[src/ceva_pkg.sv]
`timescale 1ns / 1ps
// ---------------------------------------------------------------------------
// Chunk energy voice activity package
// Widths, reset values, register indexes and controller/datapath structs.
// ---------------------------------------------------------------------------
package ceva_pkg;

   localparam int RATE_W      = 18;
   localparam int LEN_W       = 16;
   localparam int THR_W       = 31;
   localparam int POS_W       = 48;
   localparam int SUM_W       = 48;
   localparam int NEED_W      = THR_W + LEN_W;
   localparam int PROD_W      = POS_W + 10;
   localparam int DIV_CNT_W   = 6;
   localparam int SPAN_W      = 32;
   localparam int CSR_INDEX_W = 2;
   localparam int CSR_DATA_W  = 31;

   localparam logic [RATE_W-1:0] RATE_RESET = RATE_W'(16000);
   localparam logic [RATE_W-1:0] RATE_ZERO_SUBST = RATE_W'(16000);
   localparam logic [LEN_W-1:0]  LEN_RESET  = LEN_W'(320);
   localparam logic [THR_W-1:0]  THR_RESET  = THR_W'(68719);

   typedef enum logic [CSR_INDEX_W-1:0] {
      REG_SAMPLE_RATE  = 2'd0,
      REG_CHUNK_LENGTH = 2'd1,
      REG_THRESHOLD    = 2'd2
   } csr_reg_type;

   // Commands from the controller to the datapath
   typedef struct packed {
      logic latch_in;
      logic square;
      logic accum;
      logic close;
      logic span_init;
      logic div_step;
      logic emit;
   } dp_cmd_type;

   // Status from the datapath to the controller
   typedef struct packed {
      logic skip;
      logic eos;
      logic close_due;
      logic div_last;
      logic out_free;
   } dp_status_type;

endpackage

[src/ceva_req_if.sv]
`timescale 1ns / 1ps
// ---------------------------------------------------------------------------
// Sample channel interface
// Valid/ready channel carrying one audio sample and the end-of-stream flag.
// ---------------------------------------------------------------------------
interface ceva_req_if #(parameter int SAMPLE_BITS = 16);
   logic                          valid;
   logic                          ready;
   logic signed [SAMPLE_BITS-1:0] sample;
   logic                          end_of_stream;

   modport source (output valid, output sample, output end_of_stream, input ready);
   modport sink   (input valid, input sample, input end_of_stream, output ready);
endinterface

[src/ceva_rsp_if.sv]
`timescale 1ns / 1ps
// ---------------------------------------------------------------------------
// Result channel interface
// Valid/ready channel carrying one chunk or end-of-stream result.
// ---------------------------------------------------------------------------
interface ceva_rsp_if;
   logic        valid;
   logic        ready;
   logic        chunk_is_speech;
   logic        speech_seen;
   logic [31:0] span_ms;
   logic        final_res;

   modport source (output valid, output chunk_is_speech, output speech_seen,
                   output span_ms, output final_res, input ready);
   modport sink   (input valid, input chunk_is_speech, input speech_seen,
                   input span_ms, input final_res, output ready);
endinterface

[src/ceva_csr_if.sv]
`timescale 1ns / 1ps
// ---------------------------------------------------------------------------
// Register write interface
// Valid/ready channel carrying a register index and write data.
// ---------------------------------------------------------------------------
interface ceva_csr_if;
   logic        valid;
   logic        ready;
   logic [1:0]  index;
   logic [30:0] data;

   modport source (output valid, output index, output data, input ready);
   modport sink   (input valid, input index, input data, output ready);
endinterface

[src/ceva_ctrl.sv]
`timescale 1ns / 1ps
// ---------------------------------------------------------------------------
// Chunk energy voice activity controller
// Sequences accept, square, accumulate, chunk close, span divide and emit.
// ---------------------------------------------------------------------------
module ceva_ctrl
   import ceva_pkg::*;
(
   input  logic          clock,
   input  logic          reset,
   input  logic          req_valid,
   output logic          req_ready,
   input  dp_status_type status,
   output dp_cmd_type    cmd
);

   typedef enum logic [6:0] {
      S_IDLE   = 7'b0000001,
      S_SQUARE = 7'b0000010,
      S_ACCUM  = 7'b0000100,
      S_CLOSE  = 7'b0001000,
      S_SPAN   = 7'b0010000,
      S_DIV    = 7'b0100000,
      S_EMIT   = 7'b1000000
   } state_type;

   state_type state_ff;
   state_type state_in;

   assign req_ready = (state_ff == S_IDLE);

   // Next state and commands
   always_comb begin
      state_in = state_ff;
      cmd      = '0;
      unique case (state_ff)
         S_IDLE: begin
            if (req_valid) begin
               cmd.latch_in = 1'b1;
               state_in     = S_SQUARE;
            end
         end
         S_SQUARE: begin
            if (status.skip) begin
               state_in = status.eos ? S_SPAN : S_IDLE;
            end else begin
               cmd.square = 1'b1;
               state_in   = S_ACCUM;
            end
         end
         S_ACCUM: begin
            cmd.accum = 1'b1;
            state_in  = status.close_due ? S_CLOSE : S_IDLE;
         end
         S_CLOSE: begin
            cmd.close = 1'b1;
            state_in  = status.eos ? S_SPAN : S_EMIT;
         end
         S_SPAN: begin
            cmd.span_init = 1'b1;
            state_in      = S_DIV;
         end
         S_DIV: begin
            cmd.div_step = 1'b1;
            if (status.div_last) begin
               state_in = S_EMIT;
            end
         end
         S_EMIT: begin
            if (status.out_free) begin
               cmd.emit = 1'b1;
               state_in = S_IDLE;
            end
         end
         default: begin
            state_in = S_IDLE;
         end
      endcase
   end

   always_ff @(posedge clock) begin
      if (reset) begin
         state_ff <= S_IDLE;
      end else begin
         state_ff <= state_in;
      end
   end

endmodule

[src/ceva_datapath.sv]
`timescale 1ns / 1ps
// ---------------------------------------------------------------------------
// Chunk energy voice activity datapath
// Registers, energy accumulator, speech run tracking, span divider, output.
// ---------------------------------------------------------------------------
module ceva_datapath
   import ceva_pkg::*;
#(
   parameter int SAMPLE_BITS = 16,
   parameter int MAX_CHUNKS  = 4096
) (
   input  logic                          clock,
   input  logic                          reset,
   input  dp_cmd_type                    cmd,
   output dp_status_type                 status,
   input  logic signed [SAMPLE_BITS-1:0] req_sample,
   input  logic                          req_eos,
   input  logic                          csr_valid,
   input  logic [CSR_INDEX_W-1:0]        csr_index,
   input  logic [CSR_DATA_W-1:0]         csr_data,
   output logic                          rsp_valid,
   input  logic                          rsp_ready,
   output logic                          rsp_chunk_is_speech,
   output logic                          rsp_speech_seen,
   output logic [SPAN_W-1:0]             rsp_span_ms,
   output logic                          rsp_final_res
);

   localparam int SQ_W    = 2 * SAMPLE_BITS;
   localparam int CHUNK_W = $clog2(MAX_CHUNKS + 1);

   // Configuration registers
   logic [RATE_W-1:0] rate_ff, rate_in;
   logic [LEN_W-1:0]  len_ff, len_in;
   logic [THR_W-1:0]  thr_ff, thr_in;

   // Stream state
   logic [SUM_W-1:0]   sum_ff, sum_in;
   logic [LEN_W-1:0]   cnt_ff, cnt_in;
   logic [POS_W-1:0]   pos_ff, pos_in;
   logic [CHUNK_W-1:0] chunks_ff, chunks_in;
   logic               in_speech_ff, in_speech_in;
   logic               any_speech_ff, any_speech_in;
   logic [POS_W-1:0]   run_start_ff, run_start_in;
   logic [POS_W-1:0]   run_end_ff, run_end_in;

   // Per-transaction payload
   logic [SAMPLE_BITS-1:0] mag_ff, mag_in;
   logic                   eos_ff, eos_in;
   logic                   skip_ff, skip_in;
   logic                   speech_ff, speech_in;
   logic [SQ_W-1:0]        sq_ff, sq_in;
   logic [NEED_W-1:0]      need_ff, need_in;

   // Span divider
   logic [PROD_W-1:0]    quo_ff, quo_in;
   logic [RATE_W-1:0]    rem_ff, rem_in;
   logic [RATE_W-1:0]    divisor_ff, divisor_in;
   logic [DIV_CNT_W-1:0] div_cnt_ff, div_cnt_in;

   // Output register
   logic              rsp_valid_ff, rsp_valid_in;
   logic              rsp_speech_ff, rsp_speech_in;
   logic              rsp_seen_ff, rsp_seen_in;
   logic [SPAN_W-1:0] rsp_span_ff, rsp_span_in;
   logic              rsp_final_ff, rsp_final_in;

   logic [LEN_W-1:0]  len_eff;
   logic [POS_W-1:0]  chunk_end;
   logic [POS_W-1:0]  run_diff;
   logic [PROD_W-1:0] diff_ms;
   logic [RATE_W:0]   rem_shift;
   logic              rem_ge;
   logic              chunk_speech;
   logic [SPAN_W-1:0] span_sat;

   assign len_eff      = (len_ff == '0) ? LEN_W'(1) : len_ff;
   assign chunk_end    = pos_ff + POS_W'(cnt_ff);
   assign chunk_speech = (SUM_W'(need_ff) <= sum_ff);
   assign run_diff     = run_end_ff - run_start_ff;
   // Multiply by 1000 as 1024 - 16 - 8
   assign diff_ms      = {run_diff, 10'b0} - PROD_W'({run_diff, 4'b0})
                         - PROD_W'({run_diff, 3'b0});
   assign rem_shift    = {rem_ff, quo_ff[PROD_W-1]};
   assign rem_ge       = (rem_shift >= {1'b0, divisor_ff});
   assign span_sat     = (quo_ff[PROD_W-1:SPAN_W] != '0) ? '1 : quo_ff[SPAN_W-1:0];

   assign status.skip      = skip_ff;
   assign status.eos       = eos_ff;
   assign status.close_due = (cnt_ff >= len_eff) || eos_ff;
   assign status.div_last  = (div_cnt_ff == DIV_CNT_W'(PROD_W - 1));
   assign status.out_free  = !rsp_valid_ff || rsp_ready;

   assign rsp_valid           = rsp_valid_ff;
   assign rsp_chunk_is_speech = rsp_speech_ff;
   assign rsp_speech_seen     = rsp_seen_ff;
   assign rsp_span_ms         = rsp_span_ff;
   assign rsp_final_res       = rsp_final_ff;

   // Decode register writes
   always_comb begin
      rate_in = rate_ff;
      len_in  = len_ff;
      thr_in  = thr_ff;
      if (csr_valid) begin
         unique case (csr_index)
            REG_SAMPLE_RATE:  rate_in = csr_data[RATE_W-1:0];
            REG_CHUNK_LENGTH: len_in  = csr_data[LEN_W-1:0];
            REG_THRESHOLD:    thr_in  = csr_data[THR_W-1:0];
            default:          ;
         endcase
      end
   end

   // Latch input, square, accumulate, close chunk
   always_comb begin
      mag_in        = mag_ff;
      eos_in        = eos_ff;
      skip_in       = skip_ff;
      speech_in     = speech_ff;
      sq_in         = sq_ff;
      need_in       = need_ff;
      sum_in        = sum_ff;
      cnt_in        = cnt_ff;
      pos_in        = pos_ff;
      chunks_in     = chunks_ff;
      in_speech_in  = in_speech_ff;
      any_speech_in = any_speech_ff;
      run_start_in  = run_start_ff;
      run_end_in    = run_end_ff;

      if (cmd.latch_in) begin
         mag_in    = req_sample[SAMPLE_BITS-1] ? (~req_sample + SAMPLE_BITS'(1))
                                               : req_sample;
         eos_in    = req_eos;
         skip_in   = (chunks_ff >= CHUNK_W'(MAX_CHUNKS));
         speech_in = 1'b0;
      end

      if (cmd.square) begin
         sq_in  = SQ_W'(mag_ff) * SQ_W'(mag_ff);
         cnt_in = cnt_ff + LEN_W'(1);
      end

      if (cmd.accum) begin
         sum_in  = sum_ff + SUM_W'(sq_ff);
         need_in = NEED_W'(thr_ff) * NEED_W'(cnt_ff);
      end

      if (cmd.close) begin
         speech_in = chunk_speech;
         if (chunk_speech) begin
            if (!in_speech_ff) begin
               run_start_in = pos_ff;
            end
            in_speech_in  = 1'b1;
            run_end_in    = chunk_end;
            any_speech_in = 1'b1;
         end else begin
            in_speech_in = 1'b0;
         end
         pos_in    = chunk_end;
         chunks_in = chunks_ff + CHUNK_W'(1);
         sum_in    = '0;
         cnt_in    = '0;
      end

      // Clear the stream after its final result
      if (cmd.emit && eos_ff) begin
         sum_in        = '0;
         cnt_in        = '0;
         pos_in        = '0;
         chunks_in     = '0;
         in_speech_in  = 1'b0;
         any_speech_in = 1'b0;
         run_start_in  = '0;
         run_end_in    = '0;
      end
   end

   // Bit-serial span divide, one quotient bit per cycle
   always_comb begin
      quo_in     = quo_ff;
      rem_in     = rem_ff;
      divisor_in = divisor_ff;
      div_cnt_in = div_cnt_ff;
      if (cmd.span_init) begin
         quo_in     = (any_speech_ff && (run_end_ff > run_start_ff)) ? diff_ms : '0;
         rem_in     = '0;
         divisor_in = (rate_ff == '0) ? RATE_ZERO_SUBST : rate_ff;
         div_cnt_in = '0;
      end else if (cmd.div_step) begin
         quo_in     = {quo_ff[PROD_W-2:0], rem_ge};
         rem_in     = rem_ge ? RATE_W'(rem_shift - {1'b0, divisor_ff})
                             : rem_shift[RATE_W-1:0];
         div_cnt_in = div_cnt_ff + DIV_CNT_W'(1);
      end
   end

   // Load and drain the output register
   always_comb begin
      rsp_valid_in  = rsp_valid_ff;
      rsp_speech_in = rsp_speech_ff;
      rsp_seen_in   = rsp_seen_ff;
      rsp_span_in   = rsp_span_ff;
      rsp_final_in  = rsp_final_ff;
      if (rsp_valid_ff && rsp_ready) begin
         rsp_valid_in = 1'b0;
      end
      if (cmd.emit) begin
         rsp_valid_in  = 1'b1;
         rsp_speech_in = speech_ff;
         rsp_seen_in   = any_speech_ff;
         rsp_span_in   = eos_ff ? span_sat : '0;
         rsp_final_in  = eos_ff;
      end
   end

   // Control and stream state
   always_ff @(posedge clock) begin
      if (reset) begin
         rate_ff       <= RATE_RESET;
         len_ff        <= LEN_RESET;
         thr_ff        <= THR_RESET;
         sum_ff        <= '0;
         cnt_ff        <= '0;
         pos_ff        <= '0;
         chunks_ff     <= '0;
         in_speech_ff  <= 1'b0;
         any_speech_ff <= 1'b0;
         run_start_ff  <= '0;
         run_end_ff    <= '0;
         rsp_valid_ff  <= 1'b0;
      end else begin
         rate_ff       <= rate_in;
         len_ff        <= len_in;
         thr_ff        <= thr_in;
         sum_ff        <= sum_in;
         cnt_ff        <= cnt_in;
         pos_ff        <= pos_in;
         chunks_ff     <= chunks_in;
         in_speech_ff  <= in_speech_in;
         any_speech_ff <= any_speech_in;
         run_start_ff  <= run_start_in;
         run_end_ff    <= run_end_in;
         rsp_valid_ff  <= rsp_valid_in;
      end
   end

   // Payload registers
   always_ff @(posedge clock) begin
      mag_ff        <= mag_in;
      eos_ff        <= eos_in;
      skip_ff       <= skip_in;
      speech_ff     <= speech_in;
      sq_ff         <= sq_in;
      need_ff       <= need_in;
      quo_ff        <= quo_in;
      rem_ff        <= rem_in;
      divisor_ff    <= divisor_in;
      div_cnt_ff    <= div_cnt_in;
      rsp_speech_ff <= rsp_speech_in;
      rsp_seen_ff   <= rsp_seen_in;
      rsp_span_ff   <= rsp_span_in;
      rsp_final_ff  <= rsp_final_in;
   end

endmodule

[src/chunk_energy_voice_activity.sv]
// A sample is latched on accept, then squared and accumulated; a sample that closes a chunk
// then closes it and emits a result, and the end-of-stream sample adds the span divide.
// Past the chunk limit a sample skips squaring and accumulation. A new sample is accepted
// only once the last is done; the span in ms comes from a 58-step bit-serial divider.
// Reset (synchronous, active high) restores register defaults and clears the stream.
`timescale 1ns / 1ps
// ---------------------------------------------------------------------------
// Chunk energy voice activity detector
// Chunked sum-of-squares speech detection with speech span in milliseconds.
// ---------------------------------------------------------------------------
module chunk_energy_voice_activity
   import ceva_pkg::*;
#(
   parameter int SAMPLE_BITS = 16,
   parameter int MAX_CHUNKS  = 4096
) (
   input  logic         clock,
   input  logic         reset,
   ceva_req_if.sink     req_bus,
   ceva_rsp_if.source   rsp_bus,
   ceva_csr_if.sink     csr_bus
);

   dp_cmd_type    cmd;
   dp_status_type status;
   logic          req_ready;

   logic signed [SAMPLE_BITS-1:0] req_sample;

   assign req_sample    = SAMPLE_BITS'(req_bus.sample);
   assign req_bus.ready = req_ready;
   // Registers take a write in any cycle
   assign csr_bus.ready = 1'b1;

   ceva_ctrl u_ceva_ctrl (
      .clock     (clock),
      .reset     (reset),
      .req_valid (req_bus.valid),
      .req_ready (req_ready),
      .status    (status),
      .cmd       (cmd)
   );

   ceva_datapath #(
      .SAMPLE_BITS (SAMPLE_BITS),
      .MAX_CHUNKS  (MAX_CHUNKS)
   ) u_ceva_datapath (
      .clock               (clock),
      .reset               (reset),
      .cmd                 (cmd),
      .status              (status),
      .req_sample          (req_sample),
      .req_eos             (req_bus.end_of_stream),
      .csr_valid           (csr_bus.valid),
      .csr_index           (csr_bus.index),
      .csr_data            (csr_bus.data),
      .rsp_valid           (rsp_bus.valid),
      .rsp_ready           (rsp_bus.ready),
      .rsp_chunk_is_speech (rsp_bus.chunk_is_speech),
      .rsp_speech_seen     (rsp_bus.speech_seen),
      .rsp_span_ms         (rsp_bus.span_ms),
      .rsp_final_res       (rsp_bus.final_res)
   );

endmodule

[src/flat_wrapper.sv]
// flat-port wrapper written by rule: the top's interface ports become plain ports
module chunk_energy_voice_activity_flat import ceva_pkg::*;
#(
   parameter int SAMPLE_BITS = 16,
   parameter int MAX_CHUNKS  = 4096
)
  (clock, reset, req_bus_valid, req_bus_sample, req_bus_end_of_stream, req_bus_ready, rsp_bus_valid, rsp_bus_chunk_is_speech, rsp_bus_speech_seen, rsp_bus_span_ms, rsp_bus_final_res, rsp_bus_ready, csr_bus_valid, csr_bus_index, csr_bus_data, csr_bus_ready);
  ceva_req_if #(.SAMPLE_BITS(SAMPLE_BITS)) req_bus_i ();
  ceva_rsp_if rsp_bus_i ();
  ceva_csr_if csr_bus_i ();
  input  logic clock;
  input  logic reset;
  input wire logic [$bits(req_bus_i.valid)-1:0] req_bus_valid;
  input wire logic [$bits(req_bus_i.sample)-1:0] req_bus_sample;
  input wire logic [$bits(req_bus_i.end_of_stream)-1:0] req_bus_end_of_stream;
  output wire logic [$bits(req_bus_i.ready)-1:0] req_bus_ready;
  output wire logic [$bits(rsp_bus_i.valid)-1:0] rsp_bus_valid;
  output wire logic [$bits(rsp_bus_i.chunk_is_speech)-1:0] rsp_bus_chunk_is_speech;
  output wire logic [$bits(rsp_bus_i.speech_seen)-1:0] rsp_bus_speech_seen;
  output wire logic [$bits(rsp_bus_i.span_ms)-1:0] rsp_bus_span_ms;
  output wire logic [$bits(rsp_bus_i.final_res)-1:0] rsp_bus_final_res;
  input wire logic [$bits(rsp_bus_i.ready)-1:0] rsp_bus_ready;
  input wire logic [$bits(csr_bus_i.valid)-1:0] csr_bus_valid;
  input wire logic [$bits(csr_bus_i.index)-1:0] csr_bus_index;
  input wire logic [$bits(csr_bus_i.data)-1:0] csr_bus_data;
  output wire logic [$bits(csr_bus_i.ready)-1:0] csr_bus_ready;
  assign req_bus_i.valid = req_bus_valid;
  assign req_bus_i.sample = req_bus_sample;
  assign req_bus_i.end_of_stream = req_bus_end_of_stream;
  assign req_bus_ready = req_bus_i.ready;
  assign rsp_bus_valid = rsp_bus_i.valid;
  assign rsp_bus_chunk_is_speech = rsp_bus_i.chunk_is_speech;
  assign rsp_bus_speech_seen = rsp_bus_i.speech_seen;
  assign rsp_bus_span_ms = rsp_bus_i.span_ms;
  assign rsp_bus_final_res = rsp_bus_i.final_res;
  assign rsp_bus_i.ready = rsp_bus_ready;
  assign csr_bus_i.valid = csr_bus_valid;
  assign csr_bus_i.index = csr_bus_index;
  assign csr_bus_i.data = csr_bus_data;
  assign csr_bus_ready = csr_bus_i.ready;
  chunk_energy_voice_activity #(.SAMPLE_BITS(SAMPLE_BITS), .MAX_CHUNKS(MAX_CHUNKS)) u_core (.clock(clock), .reset(reset), .req_bus(req_bus_i), .rsp_bus(rsp_bus_i), .csr_bus(csr_bus_i));
endmodule
[config.mk]
export PLATFORM = sky130hd
export DESIGN_NAME = chunk_energy_voice_activity_flat
export DESIGN_NICKNAME = d
export VERILOG_FILES = /design/src/ceva_pkg.sv /design/src/ceva_req_if.sv /design/src/ceva_rsp_if.sv /design/src/ceva_csr_if.sv /design/src/ceva_ctrl.sv /design/src/ceva_datapath.sv /design/src/chunk_energy_voice_activity.sv /design/src/flat_wrapper.sv
export SDC_FILE = /design/constraint.sdc
export NUM_CORES = 2
export LEC_CHECK = 0
export BUFFER_PORTS_ARGS = -buffer_cell sky130_fd_sc_hd__buf_2
export CAP_MARGIN = 10
export CORE_ASPECT_RATIO = 0.6
export CORE_MARGIN = 2
export CORE_UTILIZATION = 37
export CTS_CLUSTER_SIZE = 16
export DETAILED_ROUTE_END_ITERATION = 6
export PLACE_DENSITY_LB_ADDON = 0.15
export SLEW_MARGIN = 20
export SYNTH_ARGS = -nofsm -noshare
export SYNTH_HDL_FRONTEND = slang
export SYNTH_SLANG_ARGS = --single-unit
[constraint.sdc]
create_clock -name clock -period 6.3 [get_ports clock]
set_input_delay 0.315 -clock clock [delete_from_list [all_inputs] [get_ports clock]]
set_output_delay 0.315 -clock clock [all_outputs]
set_load 0.01 [all_outputs]
After elaboration in Yosys (flattened, before gate mapping)
Index checks and enable logic that the tools add are counted.
- $lt $le $gt $ge: 5
- muxes and demuxes: 30
- multipliers: 2
- $add $sub $neg: 10
- eq/ne operators: 13
- bitwise logic cells: 2
- reduce and logical (&&, ||, !) cells: 21
- operators with widths (cell ; number):
    58-bit 2-to-1 mux ; 3
    58-bit by 51-bit subtractor with 58-bit output ; 1
    58-bit by 52-bit subtractor with 58-bit output ; 1
    7-bit case mux with 7 select lines ; 1
    48-bit by 16-bit adder with 48-bit output ; 1
    48-bit by 32-bit adder with 48-bit output ; 1
    48-bit > comparator ; 1
    47-bit by 48-bit less-or-equal comparator with 1-bit output ; 1
    48-bit subtractor ; 1
    31-bit by 16-bit multiplier with 47-bit output ; 1
    16-bit by 16-bit multiplier with 32-bit output ; 1
    32-bit 2-to-1 mux ; 1
    7-bit 2-to-1 mux ; 4
    26-bit nonzero test ; 1
    19-bit by 18-bit greater-or-equal comparator with 1-bit output ; 1
    18-bit zero test ; 1
    18-bit 2-to-1 mux ; 1
    18-bit subtractor ; 1
    16-bit by 1-bit adder with 16-bit output (second input constant) ; 1
    16-bit by 2-bit adder with 16-bit output (second input constant) ; 1
    16-bit greater-or-equal comparator ; 1
    16-bit zero test ; 1
    16-bit 2-to-1 mux ; 1
    16-bit inverter ; 1
    29 further kinds ; 54
- flip-flop bits (word level): 529
- input port bits: 55

Longest topological paths before layout
- depth after elaboration: 6
- depth in mapped cells: 27
- depth with buffers taken out: 26

By module
A second synthesis with hierarchy kept.
- cells, all modules: 6171
- area total of the unflattened synthesis: 54995.2 um^2
- modules (own cells, without submodules) (module ; cells each ; area each (um^2) ; instances ; sequential area each (um^2)):
    ceva_datapath ; 6105 ; 54456.0 ; 1 ; 12512.0
    ceva_ctrl ; 64 ; 528.0 ; 1 ; 140.1
    chunk_energy_voice_activity ; 2 ; 11.3 ; 1 ; 0.0

Worst setup path after synthesis
OpenSTA, ideal clock, no wires.
- path kind: register to register
- start point: register u_core.u_ceva_datapath.cnt_ff[1]
- end point: register u_core.u_ceva_datapath.need_ff[43], data pin
- stages on the path, launching flop included: 24
- clock period less this slack: 6.716 ns
- data arrival time: 6.456 ns
- required time: 6.040 ns
- setup slack: -0.416 ns
- path through: dfxtp_1 clkbuf_1 clkbuf_1 nand2_1 fa_1 fa_1 fa_1 inv_1 fa_1 fa_1 inv_1 fa_1 inv_1 ha_1 a211oi_1 o21ai_0 a2111oi_2 a22oi_1 a31oi_1 o2bb2ai_1 o21ai_1 or2_1 a221oi_2 xnor2_1
- cells in the longest elaborated chain, start to end: 1
- ends and longest elaborated chain (item ; RTL line ; RTL):
    start, declared ; ceva_datapath.sv:39 ; logic [LEN_W-1:0] cnt_ff, cnt_in;
    start signal, assigned ; ceva_datapath.sv:239 ; cnt_ff <= cnt_in;
    31-bit by 16-bit multiplier with 47-bit output ; ceva_datapath.sv:147 ; need_in = NEED_W'(thr_ff) * NEED_W'(cnt_ff);
    end signal, assigned ; ceva_datapath.sv:257 ; need_ff <= need_in;
    end, declared ; ceva_datapath.sv:53 ; logic [NEED_W-1:0] need_ff, need_in;
No other way between the ends.
A chain may end at the register's enable or synchronous reset.

Worst setup path after layout
- start point: register u_core.u_ceva_datapath.cnt_ff[10]
- end point: register u_core.u_ceva_datapath.need_ff[45], data pin
The elaborated chain is that of the path after synthesis.

==> results.toml <==
[setup_path]
cp-end-kind = "flop"
path_cells = "buf_12 -> buf_8 -> nand2_4 -> fa_1 -> inv_1 -> fa_1 -> fa_2 -> fa_2 -> fa_1 -> inv_1 -> fa_1 -> inv_2 -> ha_4 -> a211oi_4 -> o21ai_4 -> a2111oi_4 -> a22oi_2 -> a31oi_4 -> o2bb2ai_4 -> o21ai_2 -> a311oi_2 -> buf_4 -> o21ai_2 -> xor2_1"
critPathRequiredTime_ns = 6.73
critPathSlowestCell = "fa_2"
crit_type = "reg2reg"
startpoint_type = "flop"
arrival_ns = 6.97
critical_path.startpoint = "u_core.u_ceva_datapath.cnt_ff[10]$_SDFFE_PP0P_"
reg2reg_from = "u_core.u_ceva_datapath.cnt_ff[10]$_SDFFE_PP0P_"
cpPeakStageDelay_ns = 0.59
critPathMostFrequentCell = "fa_1"
critPathMaxFanout = 6

[cts]
cts_num_sinks = 528
cts_buffers = 57
cts_tree = "built"
clkTransAtPathRegs_ns = 0.08
clk_latency_ns = 0.71
cts_root_buffer = "clkbuf_16"
cts.path.max_buffers = 3
htreeDepth = 2

[place]
gp_congestion = 0.919
dp.cells = 8502
dpl.hpwl_um = 130000
port_buffers = 91

[timing]
worst_slew_pin_slew_ns = 0.991
fmax_ghz = 0.153
slew_viol_final = 0
grt_setup_unrepaired = "yes"
fin_crit_sh_pct = 104
maxSlewHeadroom_pct = 33.9
setup_violations = 9
fin_ws_ns = -0.238
finalHoldViolCount = 0
fin_skew_ns = 0.0465
fin_crit_ns = 6.54

[die]
rows = 109
die_area_mm2 = 0.151
coreArea_mm2 = 0.147
pin_count = 93
start_util_pct = 37.2
die_w_um = 501
die_y_um = 302

[drt]
vias = 44100
post_drt_wl_per_cell_um = 18.4
drtPass1Iterations = 5
drt_wl_total_um = 160000
drc = 0
via_per_inst = 5.05
drt_iter0_markers = 3568
ant_nets = 0

[power]
power_mw = 24.7
p_switching_mw = 9.93
combPwrFrac_pct = 67.7
p_leak_nw = 30.2
power_density_mw_per_mm2 = 377
internal_power_mw = 14.8
p_seq_share_pct = 17.9
pwr-share-clk_pct = 14.5
p_sw_share_pct = 40.2
irDropWorstVdd_mv = 1.34

[final_layout]
syn2layout_area_growth_pct = 19.5
final_nets = 7868
layout_commonest_cell = "inv_1"
fill_cells = 14400
fin_cells = 8734
drive_gt1_share_pct = 16.9
mostFrequentLayoutCells = "863 x inv_1, 800 x nand2_1, 570 x fa_1"

[worst_hold_path]
hold_path_startpoint = "csr_bus_index[0]"
min_path_type = "in2reg"

[yosys]
syn_nets = 7358
synthArstFlopShare_pct = 0
synth_top_area_share_pct = 22.4
synth_area_per_cell_um2 = 8.80
postSynthCellCount = 6228
synth_edf_count = 208
syn-cell-area_mm2 = 0.0548
yosys-top-cells-area = "fa_1 22%, dfxtp_1 12%, edfxtp_1 11%"
synth_cell_types = 96
ys_warn_count = 0
synth_flop_cell = "dfxtp_1"
synth_top_area_cell = "fa_1"
ys_seq_elements = 528
yosysSeqAreaShare_pct = 23.1

[grt]
gr-total-overflow = 0
grt.total_usage_pct = 21.3
grt_pass1_wl_um = 254000
grtUsageMet3_pct = 5.81
grt_max_degree = 79
grt.busiest_layer = "met1"
grt_pass1_vias = 43000
use_met2_pct = 24.8
met1_usage_pct = 37.1
antenna_found_initial = 4

[outcome]
status = "complete, but fails checks"
violations = "negative setup slack"

[flow_run]
maxCapViolCount = 0
[kinds of logic (layout without fill, tap and decap cells)]
logic type               after synthesis  count (layout)  synth area share [%]
multiplexers                          68              68                  1.25
XOR/XNOR                             307             307                  4.92
buffers and inverters               1198            1757                  8.24
AO/OA/AOI/OAI                       1108            1108                  12.7
other                                  1               6               0.00684
flip-flops                           528             528                  23.1
adder cells (fa/ha/maj)             1075            1075                  33.0
AND/OR/NAND/NOR                     1943            1943                  16.8
[state kept, by name (all words and copies together) (netlist names), 6 cells and up]
register                             count
u_core.u_ceva_datapath.quo_ff           58
u_core.u_ceva_datapath.rem_ff           18
u_core.u_ceva_ctrl.state_ff              7
u_core.u_ceva_datapath.need_ff          47
u_core.u_ceva_datapath.run_end_ff       48
u_core.u_ceva_datapath.div_cnt_ff        6
u_core.u_ceva_datapath.pos_ff           48
u_core.u_ceva_datapath.len_ff           16
u_core.u_ceva_datapath.thr_ff           31
u_core.u_ceva_datapath.mag_ff           16
u_core.u_ceva_datapath.sum_ff           48
u_core.u_ceva_datapath.rate_ff          18
u_core.u_ceva_datapath.run_start_ff     48
u_core.u_ceva_datapath.chunks_ff        13
u_core.u_ceva_datapath.divisor_ff       18
u_core.u_ceva_datapath.cnt_ff           16
u_core.u_ceva_datapath.sq_ff            31
u_core.u_ceva_datapath.rsp_span_ms      32
[metrics by stage]
stage | instance area, um^2 | TNS (ns) | worst slack [ns] | utilization, % | hold slack (ns)
finish | 65500 | -1.19 | -0.238 | 44.5 | 0.0789
global placement | 61000 | -6.69 | -0.564 | 41.5 | 0.417
CTS | 64000 | -2.19 | -0.249 | 43.5 | 0.000266
floorplan | 55000 | -0.0418 | -0.0418 | - | 0.400
detailed placement | 61000 | -6.38 | -0.530 | 41.5 | 0.417
global route | 65500 | -4.52 | -0.395 | 44.5 | 0.0441
[cells in the mapped netlist, types with 21 or more instances]
cell type,count
and2_1,294
nand2b_1,36
or2_2,21
inv_1,904
fa_1,614
edfxtp_1,208
a21o_1,147
nor4_1,25
nor2_1,363
o21ai_0,229
o21a_1,31
nor3_1,54
dfxtp_1,320
a21oi_1,378
xnor2_1,177
nand4_1,62
nand2_1,817
nor2b_1,34
nand3_1,84
and3_1,37
nand3b_1,30
ha_1,461
o21bai_1,42
mux2i_1,66
clkbuf_1,263
xor2_1,129
or3_1,31
o211ai_1,31
o31ai_1,25
a211oi_1,52
a31oi_1,27
[critical path, delay by kind of cell, from the launching register on]
family | cells | cell delay [ns]
flops | 1 | 0.35
xor+xnor | 1 | 0.14
buf+inv | 6 | 0.58
compound gates | 9 | 1.85
fa+ha+maj | 7 | 3.29
simple gates | 1 | 0.05
[final timing paths]
check	cells past startpoint	end	slack [ns]
worst min-delay path	4	u_core.u_ceva_datapath.rate_ff[14]$_SDFFE_PP0P_	0.08
worst min register to register	0	u_core.u_ceva_datapath.rsp_chunk_is_speech$_DFFE_PP_	0.44
worst max-delay path	24	u_core.u_ceva_datapath.need_ff[45]$_DFFE_PP_	-0.24
worst max register to register	24	u_core.u_ceva_datapath.need_ff[45]$_DFFE_PP_	-0.24
[layer usage]
layer / part of all wire, % / routed length [um] / vias to the layer above
met5: 0 / 0 / -
met1: 56 / 90400 / 21300
met3: 9.0 / 14400 / 92
met4: 1.1 / 1710 / 0
met2: 34 / 53900 / 1247
li1: - / - / 21400
[power groups by stage]
stage          clock network (mW)  logic (mW)  registers (mW)
2_1_floorplan                   0        9.56            4.46
3_3_place_gp                    0        14.1            4.50
3_5_place_dp                    0        14.2            4.50
4_1_cts                      3.67        14.9            4.42
5_1_grt                      3.81        18.9            4.42
6_report                     3.58        16.7            4.41
[repair_timing]
action                                  4_1_cts  5_1_grt
hold endpoints to repair                     80        0
cloned                                        1        1
hold buffers                                 45        0
pin swaps                                    54      172
resized for setup                           105      286
endpoints found under the setup margin       37       55
buffers inserted                             24       51
[area by class of cell]
class | count | area (um^2) | area share [%]
diodes | 5 | 12.5 | 0.0191
clock buffers | 72 | 1620 | 2.48
clock inverters | 36 | 352 | 0.537
inverters | 906 | 3400 | 5.20
multi-input cells | 4502 | 39000 | 59.5
flip-flops and latches | 528 | 12700 | 19.4
well taps | 1942 | 2430 | 3.71
repair buffers | 743 | 5980 | 9.13
Note: power is estimated with default switching activity, not from simulation.
